<file path="src/sv/swm_pkg.sv">
package swm_pkg;

  // Defaults for the top-level parameters
  localparam int WINDOW_MAX_DEF  = 64;
  localparam int SAMPLE_BITS_DEF = 16;

  // Window size register
  localparam int             CFG_BITS     = 7;
  localparam logic [6:0]     WINDOW_RESET = 7'd3;

  // Control word from the sequencer to every cell of the row
  typedef struct packed {
    logic shift;      // push a new sample into the history row
    logic load;       // copy history into the probe row, clear rank counters
    logic count;      // advance the probe row, accumulate ranks
    logic sel_load;   // copy history into the probe row, mark the median cell
    logic sel_shift;  // advance the probe row together with the marks
  } swm_ctl_t;

endpackage

</file>
<file path="src/sv/swm_cell.sv">
module swm_cell #(
  parameter int WINDOW_MAX  = swm_pkg::WINDOW_MAX_DEF,
  parameter int SAMPLE_BITS = swm_pkg::SAMPLE_BITS_DEF,
  localparam int AW = (WINDOW_MAX > 1) ? $clog2(WINDOW_MAX) : 1,
  localparam int CW = $clog2(WINDOW_MAX + 1)
) (
  input  logic                          clk,
  input  swm_pkg::swm_ctl_t             ctl_i,
  input  logic        [AW-1:0]          age_i,
  input  logic        [CW-1:0]          k_i,
  input  logic        [AW-1:0]          m_i,
  input  logic signed [SAMPLE_BITS-1:0] hist_prev_i,
  output logic signed [SAMPLE_BITS-1:0] hist_o,
  input  logic signed [SAMPLE_BITS-1:0] probe_next_i,
  output logic signed [SAMPLE_BITS-1:0] probe_o,
  input  logic                          hit_next_i,
  output logic                          hit_o,
  input  logic signed [SAMPLE_BITS-1:0] probe_val_i,
  input  logic        [AW-1:0]          probe_age_i
);

  logic signed [SAMPLE_BITS-1:0] hist_r;
  logic signed [SAMPLE_BITS-1:0] probe_r;
  logic                          hit_r;
  logic        [AW-1:0]          cnt_r;
  logic                          below;
  logic                          in_win;

  // Probe ranks below this cell: smaller, or equal and older
  assign below  = (probe_val_i < hist_r) ||
                  ((probe_val_i == hist_r) && (probe_age_i > age_i));
  assign in_win = CW'(age_i) < k_i;

  // Hold history, probe, rank and mark
  always_ff @(posedge clk) begin
    if (ctl_i.shift) begin
      hist_r <= hist_prev_i;
    end
    if (ctl_i.load) begin
      probe_r <= hist_r;
      cnt_r   <= '0;
    end else if (ctl_i.count) begin
      probe_r <= probe_next_i;
      if (below) begin
        cnt_r <= cnt_r + AW'(1);
      end
    end else if (ctl_i.sel_load) begin
      probe_r <= hist_r;
      hit_r   <= in_win && (cnt_r == m_i);
    end else if (ctl_i.sel_shift) begin
      probe_r <= probe_next_i;
      hit_r   <= hit_next_i;
    end
  end

  assign hist_o  = hist_r;
  assign probe_o = probe_r;
  assign hit_o   = hit_r;

endmodule

</file>
<file path="config.mk">
export PLATFORM = sky130hd
export DESIGN_NAME = swm_cell
export DESIGN_NICKNAME = d
export VERILOG_FILES = /design/src/sv/swm_pkg.sv /design/src/sv/swm_cell.sv
export SDC_FILE = /design/constraint.sdc
export NUM_CORES = 1
export LEC_CHECK = 0
export BUFFER_PORTS_ARGS = -buffer_cell sky130_fd_sc_hd__buf_2
export CORE_ASPECT_RATIO = 0.5
export CORE_MARGIN = 2
export CORE_UTILIZATION = 42
export DETAILED_ROUTE_END_ITERATION = 6
export GPL_TIMING_DRIVEN = 0
export PLACE_DENSITY = 0.85
export SKIP_CTS_REPAIR_TIMING = 1
export SLEW_MARGIN = 15
export SYNTH_ARGS = -nofsm -noshare
export SYNTH_HDL_FRONTEND = slang
export SYNTH_SLANG_ARGS = --single-unit
</file>
<file path="constraint.sdc">
create_clock -name clk -period 2.78 [get_ports clk]
set_input_delay 0.834 -clock clk [delete_from_list [all_inputs] [get_ports clk]]
set_output_delay 0.834 -clock clk [all_outputs]
set_load 0.05 [all_outputs]
</file>
======== Word-level counts from Yosys, hierarchy flattened ========
Index checks and enable logic that the tools add are counted.
word-level totals
  flip-flop bits (word level) ............. 39
  latch bits .............................. 0
  memory bits (writable) .................. 0
  ROM bits ................................ 0
  input bits .............................. 80
  output and inout port bits .............. 33
  logic and storage cells ................. 25
  memories ................................ 0
operators by class
  $add $sub $neg .......................... 1
  $mul .................................... 0
  divide/modulo/power cells ............... 0
  $lt $le $gt $ge ......................... 3
  equality and inequality tests ........... 2
  shifts and indexed selects .............. 0
  multiplexer cells ....................... 6
  bitwise operators ....................... 2
  reductions and logical operators ........ 7
operators by type and width
  kind                                                            count
  16-bit two-way mux                                              4
  16-bit == test                                                  1
  16-bit < comparator                                             1
  6-bit by 7-bit < comparator with 1-bit output                   1
  6-bit by 1-bit adder with 6-bit output (second input constant)  1
  6-bit == test                                                   1
  6-bit > comparator                                              1
  4-bit nonzero test                                              1
  3-bit AND reduction                                             1
  1-bit logical AND                                               2
  1-bit two-way mux                                               2
  1-bit NOT                                                       2
  2-bit AND reduction                                             1
  2-bit nonzero test                                              1
  1-bit logical OR                                                1

======== Logic depth before layout (Yosys ltp) ========
Gate-level depths: netlist (run 1).
  word-level depth ........................ 4
  mapped depth ............................ 9
  gate-level depth less buffers ........... 8

======== Worst setup path after synthesis (run 1) ========
No wires, ideal clock.
  kind .................................... input -> register
  from .................................... input probe_val_i[15]
  to ...................................... register cnt_r[0]
  library setup time ...................... 0.121 ns
  arrival ................................. 2.581 ns
  required time ........................... 2.659 ns
  setup slack ............................. 0.077 ns
  cell stages on the path ................. 8
  buffers on the path ..................... 1
  cell sequence ........................... ha_1 > nand4_2 > nor4_2 > a21boi_4 > or3b_1 > buf_6 > and3b_4 > mux2_4
between the ends
  word-level cells in the longest chain between the ends .. 4
  elaborated cells between the ends (all ways) .. 5
  those cells by class .................... 1 x order compare; 1 x eq/ne; 3 x reduce/logical
RTL lines
  element                                                                      RTL line        source
  start: declaration                                                           swm_cell.sv:18  input logic signed [SAMPLE_BITS-1:0] probe_val_i,
  parallel branches: the longest is 2 deep, another holds 16-bit < comparator  --
  1-bit logical OR (*)                                                         swm_cell.sv:30  assign below = (probe_val_i < hist_r) ||
  2-bit AND reduction (no source line) (*)                                     --
  end signal: assignment                                                       swm_cell.sv:45  cnt_r <= cnt_r + AW'(1);
  end: declaration                                                             swm_cell.sv:25  logic [AW-1:0] cnt_r;
Every way passes the cells marked *.
A chain may end at the register's enable or synchronous reset.

======== Worst setup path in the final report (run 1) ========
  from .................................... input probe_val_i[9]
  to ...................................... register cnt_r[0]
Same word-level chain as after synthesis.

==> metrics.md, run 1 <==
| Metric | Value |
|---|---|
| Post-synth EDFFs | `33` |
| Core Region | `0.00552 mm²` |
| I/O pins | `113` |
| Area contributors post-synth | `edfxtp_1 (41%), ha_1 (14%), inv_1 (5.7%)` |
| VDD IR max | `0.246 mV` |
| Layout cell share with drive strength beyond 1 | `0.356` |
| Num CTS Buffers | `5` |
| GR Overflow Total | `0` |
| Crit-path cells | `buf_2 -> ha_1 -> nand4_1 -> nor4_4 -> a21boi_4 -> or3b_1 -> buf_6 -> and3b_4 -> mux2_4` |
| H-tree Lvls | `2` |
| First-pass GRT wire length | `9320 µm` |
| Clk Latency, worst-skew pair | `280 ps` |
| Clock Tree Buf Depth | `2` |
| Leakage | `1.57 nW` |
| Hold_ws | `553 ps` |
| Post-place setup slack | `-310 ps` |
| Multi-input gate area | `0.00115 mm²` |
| Initial antenna violation count | `0` |
| RR Endpoint | `cnt_r[0]` |
| DRC Markers | `0` |
| #FFs+latches synth | `39` |
| GRT Overall Usage | `0.183` |
| Max-slew violation count | `0` |
| Fin area | `0.00321 mm²` |
| Die Wd | `111 µm` |
| Fin crit period | `2650 ps` |
| Fin. Hold Viols | `0` |
| Post-Syn Area | `0.00242 mm²` |
| Tcrit/Tclk final | `0.954` |
| CP startpoint kind | `input port` |
| Commonest non-fill, non-tap cells in the layout | `buf_2 (111), inv_1 (37), edfxtp_1 (33)` |
| Power per Cell Area | `534 mW/mm²` |
| Layout Cells excl Fill | `430` |
| Crit Path Max Fanout | `7` |
| Yosys top cell area share | `0.409` |
| CP arrival | `2820 ps` |
| Drt total wl | `5920 µm` |
| Routed vias | `2133` |
| Crit Path Class | `in -> reg` |
| Worst Hold Class | `reg -> reg` |
| Chip height | `57.7 µm` |
| Register area share after synthesis | `0.459` |
| Reg2Reg Setup Slack | `370 ps` |
| # nets final | `464` |
| CP Capture Type | `flop` |
| Final HPWL DP | `4750 µm` |
| CP peak stage delay | `370 ps` |
| Clk_skew | `6.38 ps` |
| Largest area contributor in the netlist | `edfxtp_1` |
| Vias per cell | `4.96` |
| Routed len/inst | `13.8 µm` |
| Yosys warning count | `0` |
| Initial Util | `0.439` |
| TritonCTS clock tree | `built` |
| Max-cap violations | `0` |
| Cell Area, Placed | `0.00307 mm²` |
| Post-DRT Antenna Nets | `0` |
| Max stage delay cell, worst path | `nor4_4` |
| Row cnt | `19` |
| Fill cells | `481` |
| Distinct cells, synth | `45` |
| Cells after Synth | `238` |
| Fmax | `377 MHz` |
| Most common flop cell mapped by yosys | `edfxtp_1` |
| Hold path cells | `2` |
| Register area | `0.00111 mm²` |
| Vias in the first global route | `2080` |
| Area Overhead vs Synth | `32.7%` |
| Asr flop ratio synth | `0` |
| Clock-pin slew on the worst setup and hold paths | `50 ps` |
| Pre-antenna DRT Iters | `4` |
| R2R cell count | `9` |
| Worst Slack Setup Final | `129 ps` |
| Placer Congestion | `0.868` |
| Crit path launch | `probe_val_i[9]` |
| Worst path bufs/invs | `2` |
| 1st-iter DRT viols | `110` |
| WP data required | `2950 ps` |
| IO Port Bufs | `111` |
| RR Startpoint | `hist_o[6]` |
| Final setup viols | `0` |
| Slew @ Worst Pin | `861 ps` |
| CTS sink count | `39` |
| Min-Delay Endpoint | `cnt_r[1]` |
| Slew HR | `0.425` |
| Commonest non-fill, non-tap cell in the layout | `buf_2` |
| Status | `complete, no violations` |
| Pin count of the biggest net entering global routing | `17` |
| Ant. Diodes | `0` |
| CTS Root Cell | `clkbuf_16` |
| Post-Place Cells | `422` |
| Die area | `0.00642 mm²` |
| Syn Area/Cell | `10.2 µm²` |
| Fin util | `0.583` |
| Largest delay share family, worst path | `simple AND/OR/NAND/NOR gates` |
| Unrepaired setup endpoints after global routing | `no` |
| Start point of the worst hold path | `cnt_r[1]` |
| Syn nets | `346` |
-- tightest hold or removal path, cell delays in order, from the launching register on --
cell     delay, ps
dfxtp_1        360
nand2_1         80
mux2i_1         60
-- metrics by stage --
step | total power (W) | TNS, ps
floorplan | 0.00103 | 0
global route | 0.00179 | 0
global placement | 0.00116 | -577
finish | 0.00171 | 0
detailed placement | 0.00117 | -664
CTS | 0.00172 | -18.0
-- cell families (layout without fill, tap and decap cells) --
logic type      after synthesis  count (layout)  synth area share
compound gates               50              50             0.135
xor+xnor                      6               6            0.0217
fa+ha+maj                    28              28             0.145
buf+inv                      44             163            0.0713
flops                        39              39             0.459
mux                           4               4            0.0196
simple gates                 67              67             0.149
-- sequential cells by signal, indices dropped and copies added, names as in the netlist --
register / flops
hit_o: 1
probe_o: 16
cnt_r: 6
hist_o: 16
-- power breakdown --
part | internal (W) | leakage [nW] | switching (W)
clock | 0.000334 | 0.0652 | 0.000218
combinational | 0.000147 | 1.12 | 0.000303
sequential | 0.000691 | 0.386 | 0.0000216
-- synth_stat cells (all sizes together), types with 2 or more instances --
cell and instances:
a211o 2, a21o 2, a21oi 10, nor3 3
nand2 23, nand2b 2, nor3b 2, a21boi 2
inv 37, nor4b 2, xnor2 3, dfxtp 6
a211oi 4, ha 28, nand4 8, o21ai 21
nor2b 2, edfxtp 33, nor4 3, mux2 3
nor2 9, clkbuf 6, nand3 7, xor2 3
a311oi 2, o211ai 2
-- per-layer routing --
metal | global-route usage | vias up | part of all wire
met5 | 0 | - | 0
met4 | 0.0547 | 0 | 0.015
met3 | 0.0377 | 10 | 0.040
met2 | 0.344 | 51 | 0.50
met1 | 0.219 | 984 | 0.44
li1 | - | 1088 | -
-- final cells by class --
type | instances | area share
clock buffers | 8 | 0.0424
multi-input cells | 155 | 0.357
plain buffers | 7 | 0.0105
flip-flops and latches | 39 | 0.346
repair buffers | 111 | 0.173
inverters | 37 | 0.0432
well taps | 73 | 0.0284
-- how the worst max path moves through the flow --
| stage | to | slack (ps) | cells after the start |
|---|---|---|---|
| after floorplan | cnt_r[0] | 80 | 8 |
| after global placement | cnt_r[0] | -290 | 9 |
| after detailed placement | cnt_r[0] | -310 | 9 |
| after CTS | cnt_r[0] | -20 | 9 |
| after global routing | cnt_r[0] | 40 | 9 |
| final | cnt_r[0] | 130 | 9 |
No activity file was read; power rests on OpenSTA's default activity.
==> run 2: changes to the inputs <==
--- a/config.mk
+++ b/config.mk
@@ -6,12 +6,14 @@
 export NUM_CORES = 1
 export LEC_CHECK = 0
 export BUFFER_PORTS_ARGS = -buffer_cell sky130_fd_sc_hd__buf_2
+export CELL_PAD_IN_SITES_DETAIL_PLACEMENT = 2
+export CELL_PAD_IN_SITES_GLOBAL_PLACEMENT = 2
 export CORE_ASPECT_RATIO = 0.5
 export CORE_MARGIN = 2
-export CORE_UTILIZATION = 42
+export CORE_UTILIZATION = 24
 export DETAILED_ROUTE_END_ITERATION = 6
 export GPL_TIMING_DRIVEN = 0
-export PLACE_DENSITY = 0.85
+export PLACE_DENSITY = 0.84
 export SKIP_CTS_REPAIR_TIMING = 1
 export SLEW_MARGIN = 15
 export SYNTH_ARGS = -nofsm -noshare
==> run 2 against run 1 <==
Against the previous run:
- critical path depth stayed put
- clock power grew 18%
- cell count grew 15%
- power increased by 7.4%
- via count rose by 4.7%
- sequential power up 0.7%
- cell area is 3.7% higher
- maximum frequency shrank 1.9%
- non-clock buffer count increased by 1
==> metrics.md, run 2 (same netlist as run 1, synthesis figures left out) <==
| Metric | Value |
|---|---|
| Slew @ Worst Pin | `882 ps (+21.8 ps)` |
| Fmax | `370 MHz (-1.9%)` |
| CTS Root Cell | `clkbuf_16` |
| TNS Setup | `0 ps (unchanged)` |
| Fin. Hold Viols | `0 (unchanged)` |
| Fin crit period | `2700 ps (+50.6 ps)` |
| DRC Markers | `0 (unchanged)` |
| Chip height | `75.0 µm (+30%)` |
| TritonCTS clock tree | `built` |
| Commonest non-fill, non-tap cells in the layout | `buf_2 (111), inv_1 (37), edfxtp_1 (33)` |
| Vias in the first global route | `2465 (+19%)` |
| Max-cap violations | `0 (unchanged)` |
| Initial Util | `0.251 (-0.188)` |
| Core Region | `0.00963 mm² (+75%)` |
| Die Wd | `146 µm (+31%)` |
| Routed len/inst | `17.2 µm (+25%)` |
| Clk Latency, worst-skew pair | `290 ps (about the same)` |
| Fin util | `0.346 (-0.237)` |
| Ant. Diodes | `0 (unchanged)` |
| Start point of the worst hold path | `cnt_r[1]` |
| Min-Delay Endpoint | `cnt_r[1]` |
| Max-slew violation count | `0 (unchanged)` |
| Vias per cell | `4.53 (-8.7%)` |
| Routed vias | `2233 (+4.7%)` |
| Clock Tree Buf Depth | `2 (unchanged)` |
| VDD IR max | `0.195 mV (-21%)` |
| Placer Congestion | `0.742 (-14%)` |
| Initial antenna violation count | `0 (unchanged)` |
| Row cnt | `25 (+6)` |
| Die area | `0.0110 mm² (+71%)` |
| Status | `complete, no violations` |
| Post-DRT Antenna Nets | `0 (unchanged)` |
| Clock-pin slew on the worst setup and hold paths | `60 ps (about the same)` |
| Clk_skew | `4.85 ps (-1.53 ps)` |
| Slew HR | `0.410 (-0.0146)` |
| IO Port Bufs | `111 (unchanged)` |
| CP startpoint kind | `input port` |
| Pin count of the biggest net entering global routing | `17 (unchanged)` |
| Area Overhead vs Synth | `37.7%` |
| GRT Overall Usage | `0.156 (-0.0279)` |
| Leakage | `1.59 nW (+1.3%)` |
| WP data required | `2950 ps (about the same)` |
| CP arrival | `2880 ps (+60 ps)` |
| Multi-input gate area | `0.00115 mm² (+0.66%)` |
| Worst Hold Class | `reg -> reg` |
| Crit Path Class | `in -> reg` |
| Post-place setup slack | `-420 ps (-110 ps)` |
| Register area | `0.00111 mm² (unchanged)` |
| GR Overflow Total | `0 (unchanged)` |
| Tcrit/Tclk final | `0.972 (+0.0182)` |
| R2R cell count | `9 (unchanged)` |
| RR Endpoint | `cnt_r[0]` |
| Drt total wl | `8480 µm (+43%)` |
| # nets final | `465 (+0.22%)` |
| Final HPWL DP | `6870 µm (+45%)` |
| Num CTS Buffers | `5 (unchanged)` |
| Fill cells | `1084 (+130%)` |
| Reg2Reg Setup Slack | `270 ps (-100 ps)` |
| Layout cell share with drive strength beyond 1 | `0.369 (+0.0130)` |
| First-pass GRT wire length | `13200 µm (+42%)` |
| I/O pins | `113 (unchanged)` |
| Power per Cell Area | `552 mW/mm² (+3.5%)` |
| Crit Path Max Fanout | `7 (unchanged)` |
| RR Startpoint | `hist_o[5]` |
| 1st-iter DRT viols | `60 (-45%)` |
| Hold path cells | `2 (unchanged)` |
| Pre-antenna DRT Iters | `4 (unchanged)` |
| Worst Slack Setup Final | `78.0 ps (-50.6 ps)` |
| CTS sink count | `39 (unchanged)` |
| H-tree Lvls | `2 (unchanged)` |
| CP Capture Type | `flop` |
| Final setup viols | `0 (unchanged)` |
| Commonest non-fill, non-tap cell in the layout | `buf_2` |
==> run 2: cell count changes in the layout (fill, tap and decap cells not counted) <==
| cell | delta |
|---|---|
| ha_2 | +1 |
| ha_1 | -1 |
| buf_4 | +1 |
| clkinv_2 | +1 |
| a211oi_2 | +1 |
| clkinv_1 | +1 |
| bufinv_16 | +1 |
| clkbuf_1 | -3 |
| a211oi_1 | -1 |
==> run 2: layout make-up <==
cell class,instances,area share
Clock buffer,5,0.0375
Timing Repair Buffer,112,0.169
Clock inverter,3,0.0116
Multi-Input combinational cell,155,0.346
Sequential cell,39,0.333
Buffer,7,0.0101
Tap cell,135,0.0507
Inverter,37,0.0417
==> run 2: report_power, final <==
group / internal, W / switching (W)
sequential: 0.000691 / 0.0000260
clock: 0.000419 / 0.000232
combinational: 0.000151 / 0.000323
==> run 2: worst max path at each step <==
| stage | start | to | slack, ps | cells after the start |
|---|---|---|---|---|
| 2_1_floorplan | probe_val_i[15] | cnt_r[0] | 80 | 8 |
| 3_3_place_gp | probe_val_i[15] | cnt_r[0] | -370 | 9 |
| 3_5_place_dp | probe_val_i[15] | cnt_r[0] | -420 | 9 |
| 4_1_cts | probe_val_i[15] | cnt_r[0] | -110 | 9 |
| 5_1_grt | probe_val_i[5] | cnt_r[0] | -20 | 9 |
| 6_report | probe_val_i[15] | cnt_r[0] | 80 | 9 |
==> run 2: stage by stage <==
| stage | cells | hold WS (ps) | area, µm² | total power [W] |
|---|---|---|---|---|
| finish | 493 | 559 | 3330 | 0.00184 |
| CTS | 492 | 562 | 3310 | 0.00186 |
| global placement | 484 | 545 | 3150 | 0.00117 |
| detailed placement | 484 | 556 | 3150 | 0.00120 |
| floorplan | 238 | 503 | 2420 | 0.00103 |
| global route | 493 | 607 | 3330 | 0.00192 |
==> run 2: layer usage <==
| layer | part of all wire | up-vias | global-route usage |
|---|---|---|---|
| li1 | - | 1086 | - |
| met1 | 0.41 | 1095 | 0.170 |
| met2 | 0.54 | 41 | 0.322 |
| met3 | 0.028 | 11 | 0.0261 |
| met4 | 0.017 | 0 | 0.0410 |
| met5 | 0 | - | 0 |
==> run 2: worst max-delay path: stages <==
cell and delay (ps):
buf_2 100, ha_2 380, nand4_2 180, nor4_4 300, a21boi_4 280, or3b_1 150
buf_6 130, and3b_4 220, mux2_4 290
